[config.mk]
export PLATFORM = sky130hd
export DESIGN_NAME = pulse_train_run_joiner_top
export DESIGN_NICKNAME = d
export VERILOG_FILES = /design/src/hdl/ptrj_pkg.sv /design/src/hdl/pulse_train_run_joiner_top.sv
export SDC_FILE = /design/constraint.sdc
export NUM_CORES = 1
export LEC_CHECK = 0
export ABC_AREA = 1
export ABC_CLOCK_PERIOD_IN_PS = 12600
export BUFFER_PORTS_ARGS = -buffer_cell sky130_fd_sc_hd__buf_4
export CORE_MARGIN = 8
export CORE_UTILIZATION = 49
export DETAILED_ROUTE_END_ITERATION = 10
export PLACE_DENSITY = 0.72
export SLEW_MARGIN = 0
export SYNTH_ARGS = -nofsm -noshare
export SYNTH_HDL_FRONTEND = slang
export SYNTH_SLANG_ARGS = --single-unit
[constraint.sdc]
create_clock -name clk -period 12.6 [get_ports clk]
set_input_delay 2.52 -clock clk [delete_from_list [all_inputs] [get_ports clk]]
set_output_delay 2.52 -clock clk [all_outputs]
set_load 0.05 [all_outputs]
[src/hdl/ptrj_pkg.sv]
`default_nettype none

package ptrj_pkg;

    // Largest duration that fits the joined train.
    localparam logic [15:0] DUR_MAX = 16'hFFFF;

    // Default limit on durations placed in one run.
    localparam int MAX_PULSES_DEFAULT = 512;

    // One input item causes at most this many result items.
    localparam int RES_MAX = 3;

    // Depth of the result queue; must leave room for RES_MAX pushes.
    localparam int QUEUE_DEPTH = 8;

    // One result item of the joined train.
    typedef struct packed {
        logic [15:0] dur;
        logic        level;
        logic        last;
        logic        failed;
    } ptrj_res_t;

endpackage

`default_nettype wire

[src/hdl/pulse_train_run_joiner_top.sv]
// Pulse train run joiner.
// Input channel (in_valid/in_ready) carries one duration of a recorded frame
// per item, with frame_start, start_level, gap and end_of_run beside it.
// Output channel (out_valid/out_ready) carries the joined train, one duration
// per item, with its level, a last flag and a failed flag on the final item.
// An accepted item lands in an input register; when the queue has room for
// three results, the joining logic updates the held duration and pushes zero
// to three result items into an 8-entry result queue. The results of an item
// are offered from the head of that queue, behind any older results.
// The input register is drained in every cycle in which the queue has at
// least three free entries, so one item per cycle is accepted while the
// consumer takes one result per cycle; an item that causes two or three
// results costs extra cycles only through the one-result-per-cycle drain.
// When the receiver stalls, the queue fills and in_ready drops; nothing is
// lost. Reset empties the queue and the input register and closes any run.
`default_nettype none

module pulse_train_run_joiner_top #(
    parameter int MAX_PULSES = ptrj_pkg::MAX_PULSES_DEFAULT
) (
    input  wire logic        clk,
    input  wire logic        rst_n,
    input  wire logic        in_valid,
    output logic             in_ready,
    input  wire logic [15:0] duration,
    input  wire logic        frame_start,
    input  wire logic        start_level,
    input  wire logic [31:0] gap,
    input  wire logic        end_of_run,
    output logic             out_valid,
    input  wire logic        out_ready,
    output logic [15:0]      out_duration,
    output logic             level,
    output logic             last,
    output logic             failed
);

    localparam int CNT_W = $clog2(MAX_PULSES + 1);
    localparam int QPTR_W = $clog2(ptrj_pkg::QUEUE_DEPTH);
    localparam int QCNT_W = $clog2(ptrj_pkg::QUEUE_DEPTH + 1);
    localparam int NRES_W = $clog2(ptrj_pkg::RES_MAX + 1);

    // Input register.
    logic        in_vld_reg;
    logic [15:0] dur_reg;
    logic        fs_reg;
    logic        fl_reg;
    logic [31:0] gap_reg;
    logic        eor_reg;

    // Join state.
    logic [15:0]      held_dur_reg, held_dur_next;
    logic             held_lvl_reg, held_lvl_next;
    logic             held_vld_reg, held_vld_next;
    logic [CNT_W-1:0] cnt_reg, cnt_next;
    logic             failed_reg, failed_next;
    logic             in_run_reg, in_run_next;
    logic             await_reg, await_next;

    // Result queue.
    ptrj_pkg::ptrj_res_t queue_mem [ptrj_pkg::QUEUE_DEPTH];
    logic [QPTR_W-1:0]   wr_ptr_reg;
    logic [QPTR_W-1:0]   rd_ptr_reg;
    logic [QCNT_W-1:0]   q_cnt_reg;

    // Results of the item being processed.
    ptrj_pkg::ptrj_res_t res [ptrj_pkg::RES_MAX];
    logic [NRES_W-1:0]   nres;

    logic        fire;
    logic        pop;
    logic [32:0] silence;
    logic [33:0] merged;
    logic [15:0] pv;
    logic        plvl;

    // Process the held item when the queue can take a full burst of results.
    assign fire = in_vld_reg &&
                  (q_cnt_reg <= QCNT_W'(ptrj_pkg::QUEUE_DEPTH - ptrj_pkg::RES_MAX));
    assign in_ready = !in_vld_reg || fire;
    assign pop = out_valid && out_ready;

    // Input register capture.
    always_ff @(posedge clk or negedge rst_n)
    begin
        if (!rst_n)
        begin
            in_vld_reg <= 1'b0;
        end
        else if (in_ready)
        begin
            in_vld_reg <= in_valid;
        end
    end

    always_ff @(posedge clk)
    begin
        if (in_valid && in_ready)
        begin
            dur_reg <= duration;
            fs_reg  <= frame_start;
            fl_reg  <= start_level;
            gap_reg <= gap;
            eor_reg <= end_of_run;
        end
    end

    // Silence of a new frame, with a low first duration folded in.
    assign silence = {1'b0, gap_reg} + (fl_reg ? 33'd0 : {17'd0, dur_reg});
    assign merged  = {18'd0, held_dur_reg} + {1'b0, silence};

    // Joining logic for one item.
    always_comb
    begin
        held_dur_next = held_dur_reg;
        held_lvl_next = held_lvl_reg;
        held_vld_next = held_vld_reg;
        cnt_next      = cnt_reg;
        failed_next   = failed_reg;
        in_run_next   = in_run_reg;
        await_next    = await_reg;
        nres          = '0;
        pv            = '0;
        plvl          = 1'b0;
        for (int i = 0; i < ptrj_pkg::RES_MAX; i++)
        begin
            res[i] = '0;
        end

        if (!in_run_reg)
        begin
            // The first item of a run opens the first frame.
            held_dur_next = '0;
            held_lvl_next = 1'b0;
            held_vld_next = 1'b0;
            cnt_next      = '0;
            failed_next   = 1'b0;
            await_next    = 1'b0;
            in_run_next   = 1'b1;
            held_dur_next = dur_reg;
            held_lvl_next = fl_reg;
            held_vld_next = 1'b1;
            cnt_next      = CNT_W'(1);
        end
        else if (fs_reg)
        begin
            // A frame that held only its silence fails the run.
            if (await_reg)
            begin
                failed_next = 1'b1;
            end
            await_next = 1'b0;
            if (!failed_next)
            begin
                if (held_vld_reg && !held_lvl_reg)
                begin
                    // Silence extends the trailing low.
                    if (merged > {18'd0, ptrj_pkg::DUR_MAX})
                    begin
                        failed_next = 1'b1;
                    end
                    else
                    begin
                        held_dur_next = merged[15:0];
                    end
                end
                else
                begin
                    // Silence becomes a low of its own.
                    if (silence > {17'd0, ptrj_pkg::DUR_MAX} ||
                        cnt_next >= CNT_W'(MAX_PULSES))
                    begin
                        failed_next = 1'b1;
                    end
                    else
                    begin
                        if (held_vld_next)
                        begin
                            res[nres] = '{dur: held_dur_next, level: held_lvl_next,
                                          last: 1'b0, failed: 1'b0};
                            nres = nres + NRES_W'(1);
                        end
                        held_dur_next = silence[15:0];
                        held_lvl_next = 1'b0;
                        held_vld_next = 1'b1;
                        cnt_next      = cnt_next + CNT_W'(1);
                    end
                end
                if (!fl_reg)
                begin
                    await_next = 1'b1;
                end
                else
                begin
                    pv   = dur_reg;
                    plvl = !held_lvl_next;
                end
            end
        end
        else
        begin
            await_next = 1'b0;
            pv   = dur_reg;
            plvl = !held_lvl_reg;
        end

        // Place the frame body duration, when there is one.
        if (in_run_reg && !(fs_reg && (failed_next || !fl_reg)) && !failed_next)
        begin
            if (cnt_next >= CNT_W'(MAX_PULSES))
            begin
                failed_next = 1'b1;
            end
            else
            begin
                if (held_vld_next)
                begin
                    res[nres] = '{dur: held_dur_next, level: held_lvl_next,
                                  last: 1'b0, failed: 1'b0};
                    nres = nres + NRES_W'(1);
                end
                held_dur_next = pv;
                held_lvl_next = plvl;
                held_vld_next = 1'b1;
                cnt_next      = cnt_next + CNT_W'(1);
            end
        end

        // End of run: final item, then the run closes.
        if (eor_reg)
        begin
            if (await_next)
            begin
                failed_next = 1'b1;
            end
            if (failed_next || !held_vld_next)
            begin
                res[nres] = '{dur: 16'd0, level: 1'b0, last: 1'b1, failed: 1'b1};
            end
            else
            begin
                res[nres] = '{dur: held_dur_next, level: held_lvl_next,
                              last: 1'b1, failed: 1'b0};
            end
            nres = nres + NRES_W'(1);
            held_dur_next = '0;
            held_lvl_next = 1'b0;
            held_vld_next = 1'b0;
            cnt_next      = '0;
            failed_next   = 1'b0;
            in_run_next   = 1'b0;
            await_next    = 1'b0;
        end
    end

    // Join state registers.
    always_ff @(posedge clk or negedge rst_n)
    begin
        if (!rst_n)
        begin
            held_dur_reg <= '0;
            held_lvl_reg <= 1'b0;
            held_vld_reg <= 1'b0;
            cnt_reg      <= '0;
            failed_reg   <= 1'b0;
            in_run_reg   <= 1'b0;
            await_reg    <= 1'b0;
        end
        else if (fire)
        begin
            held_dur_reg <= held_dur_next;
            held_lvl_reg <= held_lvl_next;
            held_vld_reg <= held_vld_next;
            cnt_reg      <= cnt_next;
            failed_reg   <= failed_next;
            in_run_reg   <= in_run_next;
            await_reg    <= await_next;
        end
    end

    // Result queue storage.
    always_ff @(posedge clk)
    begin
        if (fire)
        begin
            for (int i = 0; i < ptrj_pkg::RES_MAX; i++)
            begin
                if (NRES_W'(i) < nres)
                begin
                    queue_mem[wr_ptr_reg + QPTR_W'(i)] <= res[i];
                end
            end
        end
    end

    // Result queue pointers and fill count.
    always_ff @(posedge clk or negedge rst_n)
    begin
        if (!rst_n)
        begin
            wr_ptr_reg <= '0;
            rd_ptr_reg <= '0;
            q_cnt_reg  <= '0;
        end
        else
        begin
            if (fire)
            begin
                wr_ptr_reg <= wr_ptr_reg + QPTR_W'(nres);
            end
            if (pop)
            begin
                rd_ptr_reg <= rd_ptr_reg + QPTR_W'(1);
            end
            q_cnt_reg <= q_cnt_reg + (fire ? QCNT_W'(nres) : QCNT_W'(0))
                         - (pop ? QCNT_W'(1) : QCNT_W'(0));
        end
    end

    // Output channel.
    assign out_valid    = (q_cnt_reg != '0);
    assign out_duration = queue_mem[rd_ptr_reg].dur;
    assign level        = queue_mem[rd_ptr_reg].level;
    assign last         = queue_mem[rd_ptr_reg].last;
    assign failed       = queue_mem[rd_ptr_reg].failed;

endmodule

`default_nettype wire

# Yosys cells after proc, flatten, opt, wreduce, memory -nomap -nowiden
# Memory sizes are Yosys's and may differ from the RTL's.
# Index checks and enable logic that the tools add are counted.
dict set report totals {
  word_cells 170
  mem_count 1
  in_bits 55
  register_bits 93
  mem_bits_rw 152
}
dict set report classes {
  reduce_logical 21
  n_bitwise 5
  addsub 12
  mux 103
  n_lt_le_gt_ge 12
}
# memory words word_bits rd rd_clocked_by_memory_dff write_ports line_no
set memory_table {}
lappend memory_table {queue_mem 8 19 1 0 3 pulse_train_run_joiner_top.sv:61} ;# ptrj_pkg::ptrj_res_t queue_mem [ptrj_pkg::QUEUE_DEPTH];
# operator n
set op_table {}
lappend op_table {{2-to-1 mux 57 bit} 5}
lappend op_table {{2-to-1 mux 16 bit} 14}
lappend op_table {{2-to-1 mux 19 bit} 8}
lappend op_table {{bitwise mux 57 bit} 2}
lappend op_table {{2-to-1 mux 10 bit} 8}
lappend op_table {{demux 19 bit (select 2 bit)} 2}
lappend op_table {{2-to-1 mux 1 bit} 59}
lappend op_table {{AND 51 bit} 1}
lappend op_table {{NOT 51 bit} 1}
lappend op_table {{adder 16 x 33 -> 34 bit} 1}
lappend op_table {{greater-than comparator 34 x 16 -> 1 bit, second input constant} 1}
lappend op_table {{adder 32 x 16 -> 33 bit} 1}
lappend op_table {{greater-than comparator 33 x 16 -> 1 bit, second input constant} 1}
lappend op_table {{adder 10 x 1 -> 10 bit, second input constant} 2}
lappend op_table {{greater-or-equal comparator 10 bit, second input constant} 2}
lappend op_table {{2-to-1 mux 2 bit} 5}
lappend op_table {{logical AND 1 bit} 9}
lappend op_table {{zero test 1 bit} 7}
lappend op_table {{adder 3 x 1 -> 3 bit, second input constant} 2}
lappend op_table {{greater-or-equal comparator 3 bit, second input constant} 2}
lappend op_table {{less-than comparator 3 x 1 -> 1 bit, second input constant} 2}
lappend op_table {{NOT 2 -> 3 bit} 2}
lappend op_table {{bitwise OR 6 bit} 1}
lappend op_table {{adder 2 x 1 -> 2 bit, second input constant} 2}
lappend op_table {{other kinds (9)} 13}

# Logic depth before layout (Yosys ltp)
dict set report logic_depth {
  ltp_word 24
  ltp_mapped 49
  depth_no_buf 46
}

# Worst setup path before layout
# Ideal clock, no wire load.
dict set report synth_path {
  path_kind {flip-flop to flip-flop}
  startpoint {register fl_reg}
  endpoint {memory queue_mem[2][0] (netlist name) (enable)}
  path_stages_with_launch 46
  period_less_slack_ns 6.350
  required_time_ns 12.224
  t_arrival_ns 5.974
  setup_time_ns 0.376
  setup_slack_ns 6.250
  cell_sequence {edfxtp_1 > clkbuf_1 > clkbuf_1 > nor2_1 > ha_1 > inv_1 > fa_1 > inv_1 > nand2_1 > nand2_1 > nand3_1 > nand2_1 > xnor2_1 > inv_1 > ha_1 > a21oi_1 > o21ai_0 > a21oi_1 > (+10 left out) > nand2_2 > o21ai_2 > nand2_2 > nand2_4 > nand2_2 > nand2_1 > nand2_1 > ha_1 > or2_2 > nand2_2 > nand2_2 > buf_6 > nor2_8 > inv_2 > buf_6 > nand2_1 > inv_1 > nand2_1}
}
# element line_no
set synth_lines {}
lappend synth_lines {{from (decl)} pulse_train_run_joiner_top.sv:47} ;# logic fl_reg;
lappend synth_lines {{from (signal assigned)} pulse_train_run_joiner_top.sv:102} ;# fl_reg <= start_level;
lappend synth_lines {{to (decl)} pulse_train_run_joiner_top.sv:61}

==> out/results.tsv <==
stage	metric	value	unit
placement	Port-buffer cells	75	
placement	pre-CTS setup slack	3.22	ns
die	Die Ht	217	µm
setup_path	Crit-path slowest cell	nand3_1	
clock_tree	clock root buffer	clkbuf_16	
run_status	outcome	complete, no violations	
clock_tree	Max clock buf depth	3	
synth	cell taking the most area after synthesis	edfxtp_1	
clock_tree	post-CTS setup buffers	0	
clock_tree	clock tree sinks	245	
die	starting density of the core	49.9	%
route	remaining antenna violation count	0	
placement	placed cell area	0.0206	mm²
setup_path	Setup crit end kind	flip-flop	
clock_tree	CTS tree	built	
placement	post-DP HPWL	57000	µm
power_and_ir_drop	peak supply drop	192	µV
clock_tree	Post-CTS Resized	0	
route	1st-iter DRT viols	2324	
synth	share of the synthesized area in the top cell type	30.7	%
global_route	largest net degree at the start of global routing	78	
synth	YS warnings	0	
die	Die X	217	µm
setup_path	crit-path most repeated cell	nand2_1	
sta	f_max	104	MHz
setup_path	Crit Path Max Fanout	35	
sta	setup TNS	0	ns
finish	share of layout cells above drive strength 1	9.22	%
power_and_ir_drop	Pwr per Cell Area	254	mW/mm²
route	DR pass1 iterations	8	
setup_path	worst-case reg-to-reg path depth	40	
synth	post-synthesis xor/xnor area fraction	1.50	%
route	drt drc	0	
finish	max reg flops	152	
finish	Area Overhead vs Synth	8.86	%
finish	fin nets	2994	
clock_tree	CTS buffer count	28	
synth	Synth Area in Adders	3.55	%
synth	Synth cell types	53	
die	Ports	76	
synth	Compound-Gate Fraction of Synth Area	8.81	%
synth	async set-reset flop share out of synthesis	17.1	%
global_route	initial antenna violation count	1	
setup_path	critical path type	flip-flop to flip-flop	
sta	Slew Viols, Final	0	
setup_path	Reg2Reg Launch Point	fl_reg	
flow_run	max-cap violations	0	
synth	Gate Count Post-Synth	2894	
finish	fin area	0.0216	mm²
sta	worst slew pin tran	1.27	ns
setup_path	Top delay family on crit path	simple AND/OR/NAND/NOR gates	
setup_path	WP depth	40	
global_route	GR Util All Layers	31.6	%
sta	Setup Viol. Count Final	0	
die	Die Area	0.0472	mm²
global_route	gr ovfl total	0	
route	vias	20800	
die	# rows	73	
clock_tree	worst skew pair latency	0.57	ns
sta	RSZ-0062 raised after global routing	false	
setup_path	required time worst endpoint	12.78	ns
synth	post-synthesis sequential area ratio	36.0	%
setup_path	Critical Path Start Type	flip-flop	
setup_path	reg2reg end	queue_mem[0][8]	
setup_path	CP endpoint	queue_mem[0][8]	
synth	synthesized area	0.0199	mm²
synth	mux contribution to synthesized area	0.0504	%
setup_path	FF-to-FF setup slack	3.02	ns
die	core area	0.0398	mm²
placement	Placer Congestion	0.988	
synth	EDFF count, synth	203	
sta	final-report hold violation count	0	
synth	post-synthesis net count	3003	
sta	final setup margin	3.02	ns
finish	fin cells	3432	
clock_tree	Post-CTS Hold Fix Bufs	0	
global_route	first-pass GRT wire length	116000	µm
power_and_ir_drop	leakage power	10.0	nW
min_path	Min-Delay Path Class	flip-flop to flip-flop	
finish	antenna diode count	0	
setup_path	WP data arrival	9.75	ns
setup_path	Critical Path Source	fl_reg	
clock_tree	H-tree lvl count	1	
synth	simple-gate share of the synthesized area	40.8	%
setup_path	CP bufs+invs	6	
sta	Tcrit/Tclk final	76.0	%
synth	ys flop type	edfxtp_1	
route	WL per Instance	22.6	µm
global_route	number of global-route vias before repair	19200	
min_path	WHS Path Cells	2	
sta	Fin Hold WS	0.496	ns
setup_path	Largest stage delay, worst path	1.16	ns
route	vias per cell	6.07	
sta	post-layout min period	9.58	ns
synth	flops & latches, synth	245	
synth	Synth area leaders	edfxtp_1, nand3_1, nand2_1, dfrtp_1, inv_1	
sta	max_slew headroom	15.0	%
placement	placed insts	3380	
synth	Mean Syn Cell Area	6.86	µm²
sta	clk_skew	0.0143	ns
clock_tree	Worst-path clk slew	0.06	ns
synth	largest family of logic cells by synthesized area	simple AND/OR/NAND/NOR gates	
route	drt total wl	77500	µm
## power breakdown
part	internal (W)	total, W	leakage [nW]	switching, W
clock	0.000527	0.000882	0.488	0.000355
combinational	0.000921	0.00333	7.13	0.00241
sequential	0.00116	0.00129	2.42	0.000128
total	0.00261	0.00550	10.0	0.00289
## per-stage QoR
step           power [W]  utilization (%)
6_report         0.00550             54.3
2_1_floorplan    0.00350                -
5_1_grt          0.00584             54.3
3_3_place_gp     0.00451             51.8
4_1_cts          0.00544             54.3
3_5_place_dp     0.00455             51.8
## worst reg2reg max path: cells and delay by family (launching register included)
| family | cells | cell delay, ns |
|---|---|---|
| AOI/OAI and AO/OA | 5 | 1.70 |
| xor gates and xnor gates | 1 | 0.17 |
| adders and majority gates | 4 | 1.22 |
| buffers and inverters | 6 | 0.57 |
| DFF | 1 | 0.71 |
| and+or+nand+nor | 24 | 4.83 |
## cell usage in the layout, fill, tap and decap left out, types with 4 or more instances in the layout
cell       synthesis  routed
nand2_2           25      25
o21ai_1           13      13
clkbuf_16          0      29
inv_2             16      17
nand2_1          749     749
o21ai_0          164     164
nor2_1           254     253
buf_4              9     107
inv_1            270     269
nor3_1            27      19
xnor2_1           24      24
inv_6              0       4
clkinv_1           3       6
o22ai_1           38      38
fa_1               4       4
a21oi_1           60      59
dfrtp_1           42      41
nand3_1          652     652
a31oi_1           25      25
nand3b_1           5       5
nor2_4            10      10
ha_1              50      50
nor3_2             1       9
a21boi_0           5       5
clkinv_2           0       5
bufinv_16          0       5
nand4_1           29      29
nand3_2            6       6
xor2_1            10      10
edfxtp_1         203     203
nor2_2            27      28
## kinds of logic (layout without fill, tap and decap cells)
| logic type | after synthesis | in the layout |
|---|---|---|
| mux | 1 | 1 |
| compound gates | 321 | 321 |
| flops | 245 | 245 |
| xor+xnor | 34 | 34 |
| buf+inv | 435 | 448 |
| simple gates | 1804 | 1804 |
| fa+ha+maj | 54 | 54 |
## how the worst min path moves through the flow
stage | from | endpoint | slack, ns
after floorplan | await_reg | await_reg | 0.45
after global placement | await_reg | await_reg | 0.47
after detailed placement | await_reg | await_reg | 0.48
after CTS | await_reg | await_reg | 0.50
after global routing | await_reg | await_reg | 0.52
final | await_reg | await_reg | 0.50
## metal layers
layer	up-vias	part of all wire (%)	global-route usage, %
met5	-	0.014	0
met4	2	5.0	14.0
met1	9709	39	39.7
li1	9715	-	-
met2	1188	47	52.8
met3	224	9.7	5.70
## Yosys cell counts (2+ instances only)
cell and count:
nand2_2 25, a21o_1 3, nand2_4 3, a21oi_2 2
nor2_1 254, nor2_4 10, and2_1 3, dfrtp_1 42
o21bai_1 2, a21oi_1 60, o22ai_1 38, clkbuf_1 70
a31oi_1 25, nand4_2 2, nand4_1 29, o21ai_1 13
inv_1 270, a21boi_0 5, buf_1 4, buf_6 16
nand2_1 749, nor2_2 27, nor2_8 3, o2111ai_1 3
edfxtp_1 203, nand3_1 652, nand3_2 6, inv_2 16
xor2_1 10, fa_1 4, clkinv_1 3, buf_2 47
ha_1 50, or2_2 2, nand3b_1 5, nor3_1 27
xnor2_1 24, buf_4 9, o21ai_0 164
## layout make-up
type | instances | area (µm²)
Fill cell | 3910 | 18200
Multi-Input combinational cell | 2214 | 10900
Sequential cell | 245 | 7150
Inverter | 289 | 1080
Timing Repair Buffer | 107 | 803
Clock buffer | 30 | 729
Tap cell | 525 | 657
Clock inverter | 22 | 268
Note: power is estimated with default switching activity, not from simulation.
